===== src/rtl/core/skc_pkg.sv =====
`timescale 1ns / 1ps
package skc_pkg;

    localparam int BLK_W  = 64;
    localparam int KEY_W  = 32;
    localparam int RIDX_W = 6;
    localparam int MAX_ROUNDS = 36;

    typedef enum logic [2:0] {
        ST_IDLE,
        ST_ENC,
        ST_FILL,
        ST_PRIME,
        ST_DEC,
        ST_FIN
    } t_state;

    typedef struct packed {
        logic              load;
        logic              enc_round;
        logic              dec_round;
        logic              sched_step;
        logic              out_load;
        logic [RIDX_W-1:0] rc_idx;
    } t_cmd;

    localparam logic [3:0] SBOX [16] = '{
        4'hc, 4'h6, 4'h9, 4'h0, 4'h1, 4'ha, 4'h2, 4'hb,
        4'h3, 4'h8, 4'h5, 4'hd, 4'h4, 4'he, 4'h7, 4'hf
    };
    localparam logic [3:0] SBOX_INV [16] = '{
        4'h3, 4'h4, 4'h6, 4'h8, 4'hc, 4'ha, 4'h1, 4'he,
        4'h9, 4'h2, 4'h5, 4'h7, 4'h0, 4'hb, 4'hd, 4'hf
    };
    localparam logic [3:0] SHIFT_MAP [16] = '{
        4'd0, 4'd1, 4'd2, 4'd3, 4'd7, 4'd4, 4'd5, 4'd6,
        4'd10, 4'd11, 4'd8, 4'd9, 4'd13, 4'd14, 4'd15, 4'd12
    };
    localparam logic [3:0] SHIFT_MAP_INV [16] = '{
        4'd0, 4'd1, 4'd2, 4'd3, 4'd5, 4'd6, 4'd7, 4'd4,
        4'd10, 4'd11, 4'd8, 4'd9, 4'd15, 4'd12, 4'd13, 4'd14
    };
    localparam logic [3:0] TK_MAP [16] = '{
        4'h9, 4'hf, 4'h8, 4'hd, 4'ha, 4'he, 4'hc, 4'hb,
        4'h0, 4'h1, 4'h2, 4'h3, 4'h4, 4'h5, 4'h6, 4'h7
    };
    localparam logic [5:0] RCON [MAX_ROUNDS] = '{
        6'h01, 6'h03, 6'h07, 6'h0F, 6'h1F, 6'h3E, 6'h3D, 6'h3B, 6'h37, 6'h2F, 6'h1E, 6'h3C,
        6'h39, 6'h33, 6'h27, 6'h0E, 6'h1D, 6'h3A, 6'h35, 6'h2B, 6'h16, 6'h2C, 6'h18, 6'h30,
        6'h21, 6'h02, 6'h05, 6'h0B, 6'h17, 6'h2E, 6'h1C, 6'h38, 6'h31, 6'h23, 6'h06, 6'h0D
    };
    localparam logic [3:0] CONST_ROW2 = 4'h2;

    function automatic logic [5:0] round_const(input logic [RIDX_W-1:0] idx);
        logic [5:0] rc;
        rc = 6'h00;
        for (int i = 0; i < MAX_ROUNDS; i++) begin
            if (idx == RIDX_W'(i)) begin
                rc = RCON[i];
            end
        end
        return rc;
    endfunction

    function automatic logic [63:0] enc_round(input logic [63:0] b, input logic [31:0] k,
                                              input logic [5:0] rc);
        logic [3:0]  c [16];
        logic [3:0]  t [16];
        logic [3:0]  x;
        logic [63:0] r;
        for (int i = 0; i < 16; i++) begin
            c[i] = SBOX[b[63-4*i -: 4]];
        end
        c[0] = c[0] ^ rc[3:0];
        c[4] = c[4] ^ {2'b00, rc[5:4]};
        c[8] = c[8] ^ CONST_ROW2;
        for (int i = 0; i < 8; i++) begin
            c[i] = c[i] ^ k[31-4*i -: 4];
        end
        t = c;
        for (int i = 0; i < 16; i++) begin
            c[i] = t[SHIFT_MAP[i]];
        end
        for (int j = 0; j < 4; j++) begin
            c[j+4]  = c[j+4] ^ c[j+8];
            c[j+8]  = c[j+8] ^ c[j];
            c[j+12] = c[j+12] ^ c[j+8];
            x       = c[j+12];
            c[j+12] = c[j+8];
            c[j+8]  = c[j+4];
            c[j+4]  = c[j];
            c[j]    = x;
        end
        for (int i = 0; i < 16; i++) begin
            r[63-4*i -: 4] = c[i];
        end
        return r;
    endfunction

    function automatic logic [63:0] dec_round(input logic [63:0] b, input logic [31:0] k,
                                              input logic [5:0] rc);
        logic [3:0]  c [16];
        logic [3:0]  t [16];
        logic [3:0]  x;
        logic [63:0] r;
        for (int i = 0; i < 16; i++) begin
            c[i] = b[63-4*i -: 4];
        end
        for (int j = 0; j < 4; j++) begin
            x       = c[j+12];
            c[j+12] = c[j];
            c[j]    = c[j+4];
            c[j+4]  = c[j+8];
            c[j+8]  = x;
            c[j+12] = c[j+12] ^ c[j+8];
            c[j+8]  = c[j+8] ^ c[j];
            c[j+4]  = c[j+4] ^ c[j+8];
        end
        t = c;
        for (int i = 0; i < 16; i++) begin
            c[i] = t[SHIFT_MAP_INV[i]];
        end
        c[0] = c[0] ^ rc[3:0];
        c[4] = c[4] ^ {2'b00, rc[5:4]};
        c[8] = c[8] ^ CONST_ROW2;
        for (int i = 0; i < 8; i++) begin
            c[i] = c[i] ^ k[31-4*i -: 4];
        end
        for (int i = 0; i < 16; i++) begin
            r[63-4*i -: 4] = SBOX_INV[c[i]];
        end
        return r;
    endfunction

    function automatic logic [63:0] tk_permute(input logic [63:0] w, input logic lfsr);
        logic [3:0]  c [16];
        logic [3:0]  x;
        logic [63:0] r;
        for (int i = 0; i < 16; i++) begin
            c[i] = w[63-4*TK_MAP[i] -: 4];
        end
        if (lfsr) begin
            for (int i = 0; i < 8; i++) begin
                x    = c[i];
                c[i] = {x[2:0], x[3] ^ x[2]};
            end
        end
        for (int i = 0; i < 16; i++) begin
            r[63-4*i -: 4] = c[i];
        end
        return r;
    endfunction

endpackage


===== src/rtl/core/skc_if.sv =====
`timescale 1ns / 1ps
interface skc_in_if;
    logic        valid;
    logic        ready;
    logic        action;
    logic [63:0] block_in;

    modport source (output valid, output action, output block_in, input ready);
    modport sink (input valid, input action, input block_in, output ready);
endinterface

interface skc_out_if;
    logic        valid;
    logic        ready;
    logic [63:0] block_out;

    modport source (output valid, output block_out, input ready);
    modport sink (input valid, input block_out, output ready);
endinterface


===== src/rtl/core/skc_ram.sv =====
`timescale 1ns / 1ps
module skc_ram #(
    parameter int WIDTH = 32,
    parameter int DEPTH = 36
) (
    input  logic                                   i_clk,
    input  logic                                   i_we,
    input  logic [(DEPTH > 1 ? $clog2(DEPTH) : 1)-1:0] i_waddr,
    input  logic [WIDTH-1:0]                       i_wdata,
    input  logic [(DEPTH > 1 ? $clog2(DEPTH) : 1)-1:0] i_raddr,
    output logic [WIDTH-1:0]                       o_rdata
);

    logic [WIDTH-1:0] r_mem [DEPTH];
    logic [WIDTH-1:0] r_rdata;

    always_ff @(posedge i_clk) begin
        if (i_we) begin
            r_mem[i_waddr] <= i_wdata;
        end
        r_rdata <= r_mem[i_raddr];
    end

    assign o_rdata = r_rdata;

endmodule


===== src/rtl/core/skc_ctrl.sv =====
`timescale 1ns / 1ps
module skc_ctrl
    import skc_pkg::*;
#(
    parameter int ROUND_COUNT = 36
) (
    input  logic                                         i_clk,
    input  logic                                         i_rst_n,
    input  logic                                         i_in_valid,
    input  logic                                         i_in_action,
    output logic                                         o_in_ready,
    input  logic                                         i_out_ready,
    output logic                                         o_out_valid,
    output t_cmd                                         o_cmd,
    output logic                                         o_ram_we,
    output logic [(ROUND_COUNT > 1 ? $clog2(ROUND_COUNT) : 1)-1:0] o_ram_addr
);

    localparam int AW = (ROUND_COUNT > 1) ? $clog2(ROUND_COUNT) : 1;
    localparam logic [AW-1:0] LAST = AW'(ROUND_COUNT - 1);

    t_state        r_state;
    t_state        n_state;
    logic [AW-1:0] r_cnt;
    logic [AW-1:0] n_cnt;
    logic          r_out_valid;
    logic          n_out_valid;
    logic          out_free;

    assign out_free = !r_out_valid || i_out_ready;

    always_ff @(posedge i_clk) begin
        if (!i_rst_n) begin
            r_state     <= ST_IDLE;
            r_cnt       <= '0;
            r_out_valid <= 1'b0;
        end else begin
            r_state     <= n_state;
            r_cnt       <= n_cnt;
            r_out_valid <= n_out_valid;
        end
    end

    always_comb begin
        n_state = r_state;
        unique case (r_state)
            ST_IDLE: begin
                if (i_in_valid) begin
                    n_state = i_in_action ? ST_FILL : ST_ENC;
                end
            end
            ST_ENC: begin
                if (r_cnt == LAST) begin
                    n_state = ST_FIN;
                end
            end
            ST_FILL: begin
                if (r_cnt == LAST) begin
                    n_state = ST_PRIME;
                end
            end
            ST_PRIME: begin
                n_state = ST_DEC;
            end
            ST_DEC: begin
                if (r_cnt == '0) begin
                    n_state = ST_FIN;
                end
            end
            ST_FIN: begin
                if (out_free) begin
                    n_state = ST_IDLE;
                end
            end
            default: begin
                n_state = ST_IDLE;
            end
        endcase
    end

    always_comb begin
        n_cnt = r_cnt;
        if (r_state == ST_IDLE) begin
            n_cnt = '0;
        end else if ((r_state == ST_ENC || r_state == ST_FILL) && r_cnt != LAST) begin
            n_cnt = r_cnt + 1'b1;
        end else if (r_state == ST_DEC && r_cnt != '0) begin
            n_cnt = r_cnt - 1'b1;
        end
    end

    always_comb begin
        o_cmd            = '0;
        o_ram_we         = 1'b0;
        o_ram_addr       = r_cnt;
        o_in_ready       = 1'b0;
        n_out_valid      = r_out_valid && !i_out_ready;
        o_cmd.rc_idx     = RIDX_W'(r_cnt);
        unique case (r_state)
            ST_IDLE: begin
                o_in_ready = 1'b1;
                o_cmd.load = i_in_valid;
            end
            ST_ENC: begin
                o_cmd.enc_round  = 1'b1;
                o_cmd.sched_step = 1'b1;
                o_ram_we         = 1'b1;
            end
            ST_FILL: begin
                o_cmd.sched_step = 1'b1;
                o_ram_we         = 1'b1;
            end
            ST_PRIME: begin
                o_ram_addr = r_cnt;
            end
            ST_DEC: begin
                o_cmd.dec_round = 1'b1;
                o_ram_addr      = (r_cnt == '0) ? '0 : r_cnt - 1'b1;
            end
            ST_FIN: begin
                o_cmd.out_load = out_free;
                if (out_free) begin
                    n_out_valid = 1'b1;
                end
            end
            default: begin
                o_in_ready = 1'b0;
            end
        endcase
    end

    assign o_out_valid = r_out_valid;

endmodule


===== src/rtl/core/skc_dpath.sv =====
`timescale 1ns / 1ps
module skc_dpath
    import skc_pkg::*;
(
    input  logic             i_clk,
    input  t_cmd             i_cmd,
    input  logic [BLK_W-1:0] i_block,
    input  logic [BLK_W-1:0] i_tk1,
    input  logic [BLK_W-1:0] i_tk2,
    input  logic [KEY_W-1:0] i_ram_rdata,
    output logic [KEY_W-1:0] o_key,
    output logic [BLK_W-1:0] o_block
);

    logic [BLK_W-1:0] r_block;
    logic [BLK_W-1:0] r_s1;
    logic [BLK_W-1:0] r_s2;
    logic [BLK_W-1:0] r_out;
    logic [BLK_W-1:0] sched_xor;
    logic [5:0]       rc;

    assign sched_xor = r_s1 ^ r_s2;
    assign o_key     = sched_xor[BLK_W-1 -: KEY_W];
    assign rc        = round_const(i_cmd.rc_idx);

    always_ff @(posedge i_clk) begin
        if (i_cmd.load) begin
            r_block <= i_block;
            r_s1    <= i_tk1;
            r_s2    <= i_tk2;
        end else begin
            if (i_cmd.enc_round) begin
                r_block <= enc_round(r_block, o_key, rc);
            end else if (i_cmd.dec_round) begin
                r_block <= dec_round(r_block, i_ram_rdata, rc);
            end
            if (i_cmd.sched_step) begin
                r_s1 <= tk_permute(r_s1, 1'b0);
                r_s2 <= tk_permute(r_s2, 1'b1);
            end
        end
        if (i_cmd.out_load) begin
            r_out <= r_block;
        end
    end

    assign o_block = r_out;

endmodule


===== src/rtl/core/skinny64_tweakable_block_cipher.sv =====
`timescale 1ns / 1ps
// Encryption runs one round per cycle from acceptance to result,
// with the subkey memory written alongside. Decryption fills the subkey memory first,
// then reads it back in reverse order through its one read port.
// A new block is accepted only once the controller is idle again, after the last result is loaded for output.
// Synchronous active-low reset clears the controller, the output valid and both tweakey words.
module skinny64_tweakable_block_cipher
    import skc_pkg::*;
#(
    parameter int ROUND_COUNT = 36
) (
    input  logic        i_clk,
    input  logic        i_rst_n,
    skc_in_if.sink      i_blk,
    skc_out_if.source   o_res,
    input  logic        psel,
    input  logic        penable,
    input  logic        pwrite,
    input  logic [3:0]  paddr,
    input  logic [63:0] pwdata,
    output logic [63:0] prdata,
    output logic        pready
);

    // The round count is held to the range that the constant table covers.
    localparam int ROUNDS_USED = (ROUND_COUNT < 1) ? 1 :
                                 ((ROUND_COUNT > MAX_ROUNDS) ? MAX_ROUNDS : ROUND_COUNT);
    localparam int AW = (ROUNDS_USED > 1) ? $clog2(ROUNDS_USED) : 1;

    logic [BLK_W-1:0] r_tk1;
    logic [BLK_W-1:0] r_tk2;
    t_cmd             cmd;
    logic             ram_we;
    logic [AW-1:0]    ram_addr;
    logic [KEY_W-1:0] ram_rdata;
    logic [KEY_W-1:0] key;

    assign pready = 1'b1;
    assign prdata = paddr[3] ? r_tk2 : r_tk1;

    always_ff @(posedge i_clk) begin
        if (!i_rst_n) begin
            r_tk1 <= '0;
            r_tk2 <= '0;
        end else if (psel && penable && pwrite) begin
            if (paddr[3]) begin
                r_tk2 <= pwdata;
            end else begin
                r_tk1 <= pwdata;
            end
        end
    end

    skc_ctrl #(
        .ROUND_COUNT(ROUNDS_USED)
    ) u_ctrl (
        .i_clk       (i_clk),
        .i_rst_n     (i_rst_n),
        .i_in_valid  (i_blk.valid),
        .i_in_action (i_blk.action),
        .o_in_ready  (i_blk.ready),
        .i_out_ready (o_res.ready),
        .o_out_valid (o_res.valid),
        .o_cmd       (cmd),
        .o_ram_we    (ram_we),
        .o_ram_addr  (ram_addr)
    );

    skc_ram #(
        .WIDTH(KEY_W),
        .DEPTH(ROUNDS_USED)
    ) u_subkey_ram (
        .i_clk   (i_clk),
        .i_we    (ram_we),
        .i_waddr (ram_addr),
        .i_wdata (key),
        .i_raddr (ram_addr),
        .o_rdata (ram_rdata)
    );

    skc_dpath u_dpath (
        .i_clk       (i_clk),
        .i_cmd       (cmd),
        .i_block     (i_blk.block_in),
        .i_tk1       (r_tk1),
        .i_tk2       (r_tk2),
        .i_ram_rdata (ram_rdata),
        .o_key       (key),
        .o_block     (o_res.block_out)
    );

endmodule


===== src/flat_wrapper.sv =====
// flat-port wrapper written by rule: the top's interface ports become plain ports
module skinny64_tweakable_block_cipher_flat import skc_pkg::*;
#(
    parameter int ROUND_COUNT = 36
)
  (i_clk, i_rst_n, psel, penable, pwrite, paddr, pwdata, prdata, pready, i_blk_valid, i_blk_action, i_blk_block_in, i_blk_ready, o_res_valid, o_res_block_out, o_res_ready);
  skc_in_if i_blk_i ();
  skc_out_if o_res_i ();
  input  logic i_clk;
  input  logic i_rst_n;
  input  logic psel;
  input  logic penable;
  input  logic pwrite;
  input  logic [3:0] paddr;
  input  logic [63:0] pwdata;
  output logic [63:0] prdata;
  output logic pready;
  input wire logic [$bits(i_blk_i.valid)-1:0] i_blk_valid;
  input wire logic [$bits(i_blk_i.action)-1:0] i_blk_action;
  input wire logic [$bits(i_blk_i.block_in)-1:0] i_blk_block_in;
  output wire logic [$bits(i_blk_i.ready)-1:0] i_blk_ready;
  output wire logic [$bits(o_res_i.valid)-1:0] o_res_valid;
  output wire logic [$bits(o_res_i.block_out)-1:0] o_res_block_out;
  input wire logic [$bits(o_res_i.ready)-1:0] o_res_ready;
  assign i_blk_i.valid = i_blk_valid;
  assign i_blk_i.action = i_blk_action;
  assign i_blk_i.block_in = i_blk_block_in;
  assign i_blk_ready = i_blk_i.ready;
  assign o_res_valid = o_res_i.valid;
  assign o_res_block_out = o_res_i.block_out;
  assign o_res_i.ready = o_res_ready;
  skinny64_tweakable_block_cipher #(.ROUND_COUNT(ROUND_COUNT)) u_core (.i_clk(i_clk), .i_rst_n(i_rst_n), .i_blk(i_blk_i), .o_res(o_res_i), .psel(psel), .penable(penable), .pwrite(pwrite), .paddr(paddr), .pwdata(pwdata), .prdata(prdata), .pready(pready));
endmodule

===== config.mk =====
export PLATFORM = sky130hd
export DESIGN_NAME = skinny64_tweakable_block_cipher_flat
export DESIGN_NICKNAME = d
export VERILOG_FILES = /design/src/rtl/core/skc_pkg.sv /design/src/rtl/core/skc_if.sv /design/src/rtl/core/skc_ram.sv /design/src/rtl/core/skc_ctrl.sv /design/src/rtl/core/skc_dpath.sv /design/src/rtl/core/skinny64_tweakable_block_cipher.sv /design/src/flat_wrapper.sv
export SDC_FILE = /design/constraint.sdc
export NUM_CORES = 2
export LEC_CHECK = 0
export BUFFER_PORTS_ARGS = -buffer_cell sky130_fd_sc_hd__buf_2
export CAP_MARGIN = 5
export CORE_MARGIN = 3
export CORE_UTILIZATION = 30
export CTS_BUF_LIST = sky130_fd_sc_hd__clkbuf_8
export DETAILED_ROUTE_END_ITERATION = 16
export PLACE_DENSITY = 0.45
export SLEW_MARGIN = 20
export SYNTH_ARGS = -nofsm -noshare
export SYNTH_HDL_FRONTEND = slang
export SYNTH_HIERARCHICAL = 1
export SYNTH_SLANG_ARGS = --single-unit

===== constraint.sdc =====
create_clock -name i_clk -period 6.7 [get_ports i_clk]
set_input_delay 0.67 -clock i_clk [delete_from_list [all_inputs] [get_ports i_clk]]
set_output_delay 0.67 -clock i_clk [all_outputs]
set_load 0.02 [all_outputs]

==> flow_summary.json <==
{
  "nFillCells": 22000,
  "peakVddDrop_uv": 261,
  "synth_top_area_share": 0.609,
  "ys_async_sr_fraction": 0,
  "clockBufferDepth": 4,
  "final.period_utilization": 0.771,
  "hold_ws_ns": 0.147,
  "slew_headroom": 0.237,
  "crit_required_ns": 7.29,
  "startpoint_type": "flip-flop",
  "detail-route-antenna-nets": 0,
  "ios": 271,
  "synth_xor_xnor_area_share": 0.0336,
  "grt_setup_unrepaired": "no",
  "setup_viol": 0,
  "vias": 41400,
  "critPathKind": "reg2reg",
  "grtUsageTotal": 0.174,
  "syn_nets": 4931,
  "worst_pin_slew_ns": 1.12,
  "wl_um": 211000,
  "setup_tns_ns": 0,
  "cts_buffers": 291,
  "synth_largest_area_cell": "edfxtp_1",
  "arrival_ns": 5.76,
  "skew_ns": 0.0651,
  "cts_tree": "done",
  "synth_seq_area_share": 0.658,
  "routedWlPerCell_um": 25.1,
  "drt_iter0_markers": 3355,
  "synth_warnings": 6,
  "synth_top_family_by_area": "multiplexers",
  "synth_area_leaders": "edfxtp_1 (61%), mux2i_1 (9.3%), dfxtp_1 (4.9%), mux2_2 (2.4%), ha_1 (2.2%)",
  "core.rowCount": 176,
  "yosys.area_share.simple": 0.0407,
  "mostFrequentLayoutCells": "edfxtp_1 (1408), mux2i_1 (648), nand2_1 (371), clkbuf_8 (308), buf_2 (264)",
  "drc": 0,
  "vias_per_cell": 4.91,
  "synthFlopType": "edfxtp_1",
  "slew_violations": 0,
  "synth_edf_count": 1408,
  "clock_power_share": 0.201,
  "layout-drive-gt1-share": 0.202,
  "reg2reg_slack_ns": 1.54,
  "finalHoldViolations": 0,
  "root_buffer": "clkbuf_8",
  "p_int_mw": 24.6,
  "status": "finished clean",
  "synth_compound_gate_area_share": 0.0845,
  "p_sw_mw": 16.6,
  "clk_pin_slew_worst_paths_ns": 0.06,
  "fin_crit_ns": 5.16,
  "antenna_found_initial": 10,
  "post_cts_buffers": 0,
  "powerDensity_nw_per_um2": 505,
  "synthMuxAreaShare": 0.135,
  "syn_inst": 4671,
  "hold_class": "in2reg",
  "grt_pass1_vias": 41600,
  "area_delta_synth_final_pct": 17.4,
  "ys_types": 87,
  "initial_utilization": 0.302,
  "mostFrequentLayoutCell": "edfxtp_1",
  "synthesis.area_um2": 69500,
  "grt_max_degree": 106,
  "die_y_um": 487,
  "maxCapViolations": 0,
  "cts_resized": 0,
  "synthAdderAreaFrac": 0.0216,
  "clk_latency_ns": 1.00,
  "place_inst": 7799,
  "power_frac_seq": 0.390,
  "synth_area_per_cell_um2": 14.9,
  "place.gp.congestion": 0.797,
  "crit_path_max_fanout": 21,
  "cts_hold_buf": 126,
  "cts.sinks": 1578,
  "p_leak_nw": 27.6,
  "pwr-share-comb": 0.409,
  "fmax_ghz": 0.194,
  "dr.pass1.iters": 5,
  "swShare": 0.403,
  "gr-total-overflow": 0,
  "ys_seq_elements": 1578,
  "die_w_um": 487,
  "die_area_um2": 237000,
  "grt_pass1_wl_um": 299000,
  "end_kind": "flip-flop",
  "coreArea_um2": 230000,
  "dp_hpwl_um": 128000,
  "portBuffers": 266,
  "fin_nets": 5453,
  "htree_num_levels": 5,
  "stdcell_count": 8422
}
-- logic make-up (layout without fill, tap and decap cells) --
kind of cell / Yosys count / in the layout
flops: 1578 / 1578
mux: 872 / 872
compound gates: 776 / 776
simple gates: 680 / 680
buf+inv: 382 / 1094
xor+xnor: 262 / 262
fa+ha+maj: 120 / 120
other cells: 1 / 14
-- layout make-up --
cell class / count / area [um^2] / area share
antenna: 13 / 32.5 / 0.000399
clock buffer: 308 / 4240 / 0.0520
clock inverter: 175 / 774 / 0.00950
inverter: 94 / 353 / 0.00433
multi-input combinational: 2711 / 22900 / 0.280
sequential: 1578 / 45700 / 0.560
tap: 3026 / 3790 / 0.0464
timing repair buffer: 517 / 3830 / 0.0470
-- critical path: stages (launching register included) --
cell and delay (ns):
dfxtp_1 0.86, inv_1 0.19, ha_1 0.26, nor2b_1 0.23
a211o_1 0.40, mux2i_1 0.71, nand3b_1 0.81, nor2_4 0.79
buf_4 0.49
-- synthesized netlist by cell type, types with 26 or more instances --
| cell | number |
|---|---|
| edfxtp_1 | 1408 |
| mux2i_1 | 648 |
| nand2_1 | 372 |
| nor2_1 | 200 |
| dfxtp_1 | 170 |
| xnor2_1 | 170 |
| a21oi_1 | 157 |
| clkbuf_1 | 151 |
| mux2_2 | 149 |
| o21ai_0 | 133 |
| a22oi_1 | 130 |
| ha_1 | 120 |
| inv_1 | 91 |
| xor2_1 | 88 |
| a22o_1 | 66 |
| a211oi_1 | 60 |
| buf_2 | 52 |
| a221oi_2 | 51 |
| mux2_1 | 42 |
| buf_4 | 37 |
| o22ai_1 | 36 |
| mux4_2 | 33 |
| o41ai_2 | 33 |
| a31oi_1 | 26 |
-- flip-flops by register name, indices dropped and copies added (netlist names) --
signal	flops
u_core/u_subkey_ram/r_mem	1152
u_core/u_ctrl/o_out_valid	1
u_core/u_dpath/r_s2	64
u_core/u_dpath/r_s1	64
u_core/u_subkey_ram/o_rdata	32
u_core/r_tk1	64
u_core/u_dpath/o_block	64
u_core/u_ctrl/r_state	3
u_core/u_dpath/r_block	64
u_core/r_tk2	64
u_core/u_ctrl/r_cnt	6
-- worst paths after layout --
kind                                                       to                                 from  cells past startpoint
setup / recovery  u_core/u_subkey_ram/r_mem[17][25]$_DFFE_PP_  u_core/u_ctrl/r_cnt[0]$_SDFFE_PP0P_                      8
hold / removal          u_core/u_ctrl/r_state[0]$_SDFFE_PN0P_                         i_blk_action                      4
setup reg to reg  u_core/u_subkey_ram/r_mem[17][25]$_DFFE_PP_  u_core/u_ctrl/r_cnt[0]$_SDFFE_PP0P_                      8
hold reg to reg                 u_core/r_tk1[63]$_SDFFE_PN0P_        u_core/r_tk1[63]$_SDFFE_PN0P_                      2
-- power by group through the flow --
stage	sequential, mW	clock [mW]	combinational (mW)
floorplan	15.2	0	11.1
global placement	16.3	0	16.7
detailed placement	16.3	0	16.8
CTS	16.1	8.59	17.0
global route	16.2	9.01	18.5
finish	16.1	8.27	16.8
-- metal layers --
layer | GRT usage | part of all wire | vias up
li1 | - | - | 18900
met1 | 0.242 | 0.46 | 21100
met2 | 0.269 | 0.45 | 1048
met3 | 0.0379 | 0.058 | 335
met4 | 0.0573 | 0.028 | 2
met5 | 0 | 0.000057 | -
-- through the flow --
step | area, um^2 | worst slack (ns) | util | power, mW
2_1_floorplan | 69500 | 1.01 | - | 26.3
3_3_place_gp | 75200 | 1.55 | 0.327 | 33.0
3_5_place_dp | 75200 | 1.51 | 0.327 | 33.1
4_1_cts | 81500 | 1.45 | 0.354 | 41.7
5_1_grt | 81500 | 1.17 | 0.354 | 43.7
6_report | 81600 | 1.54 | 0.354 | 41.2
Note: power is estimated with default switching activity, not from simulation.
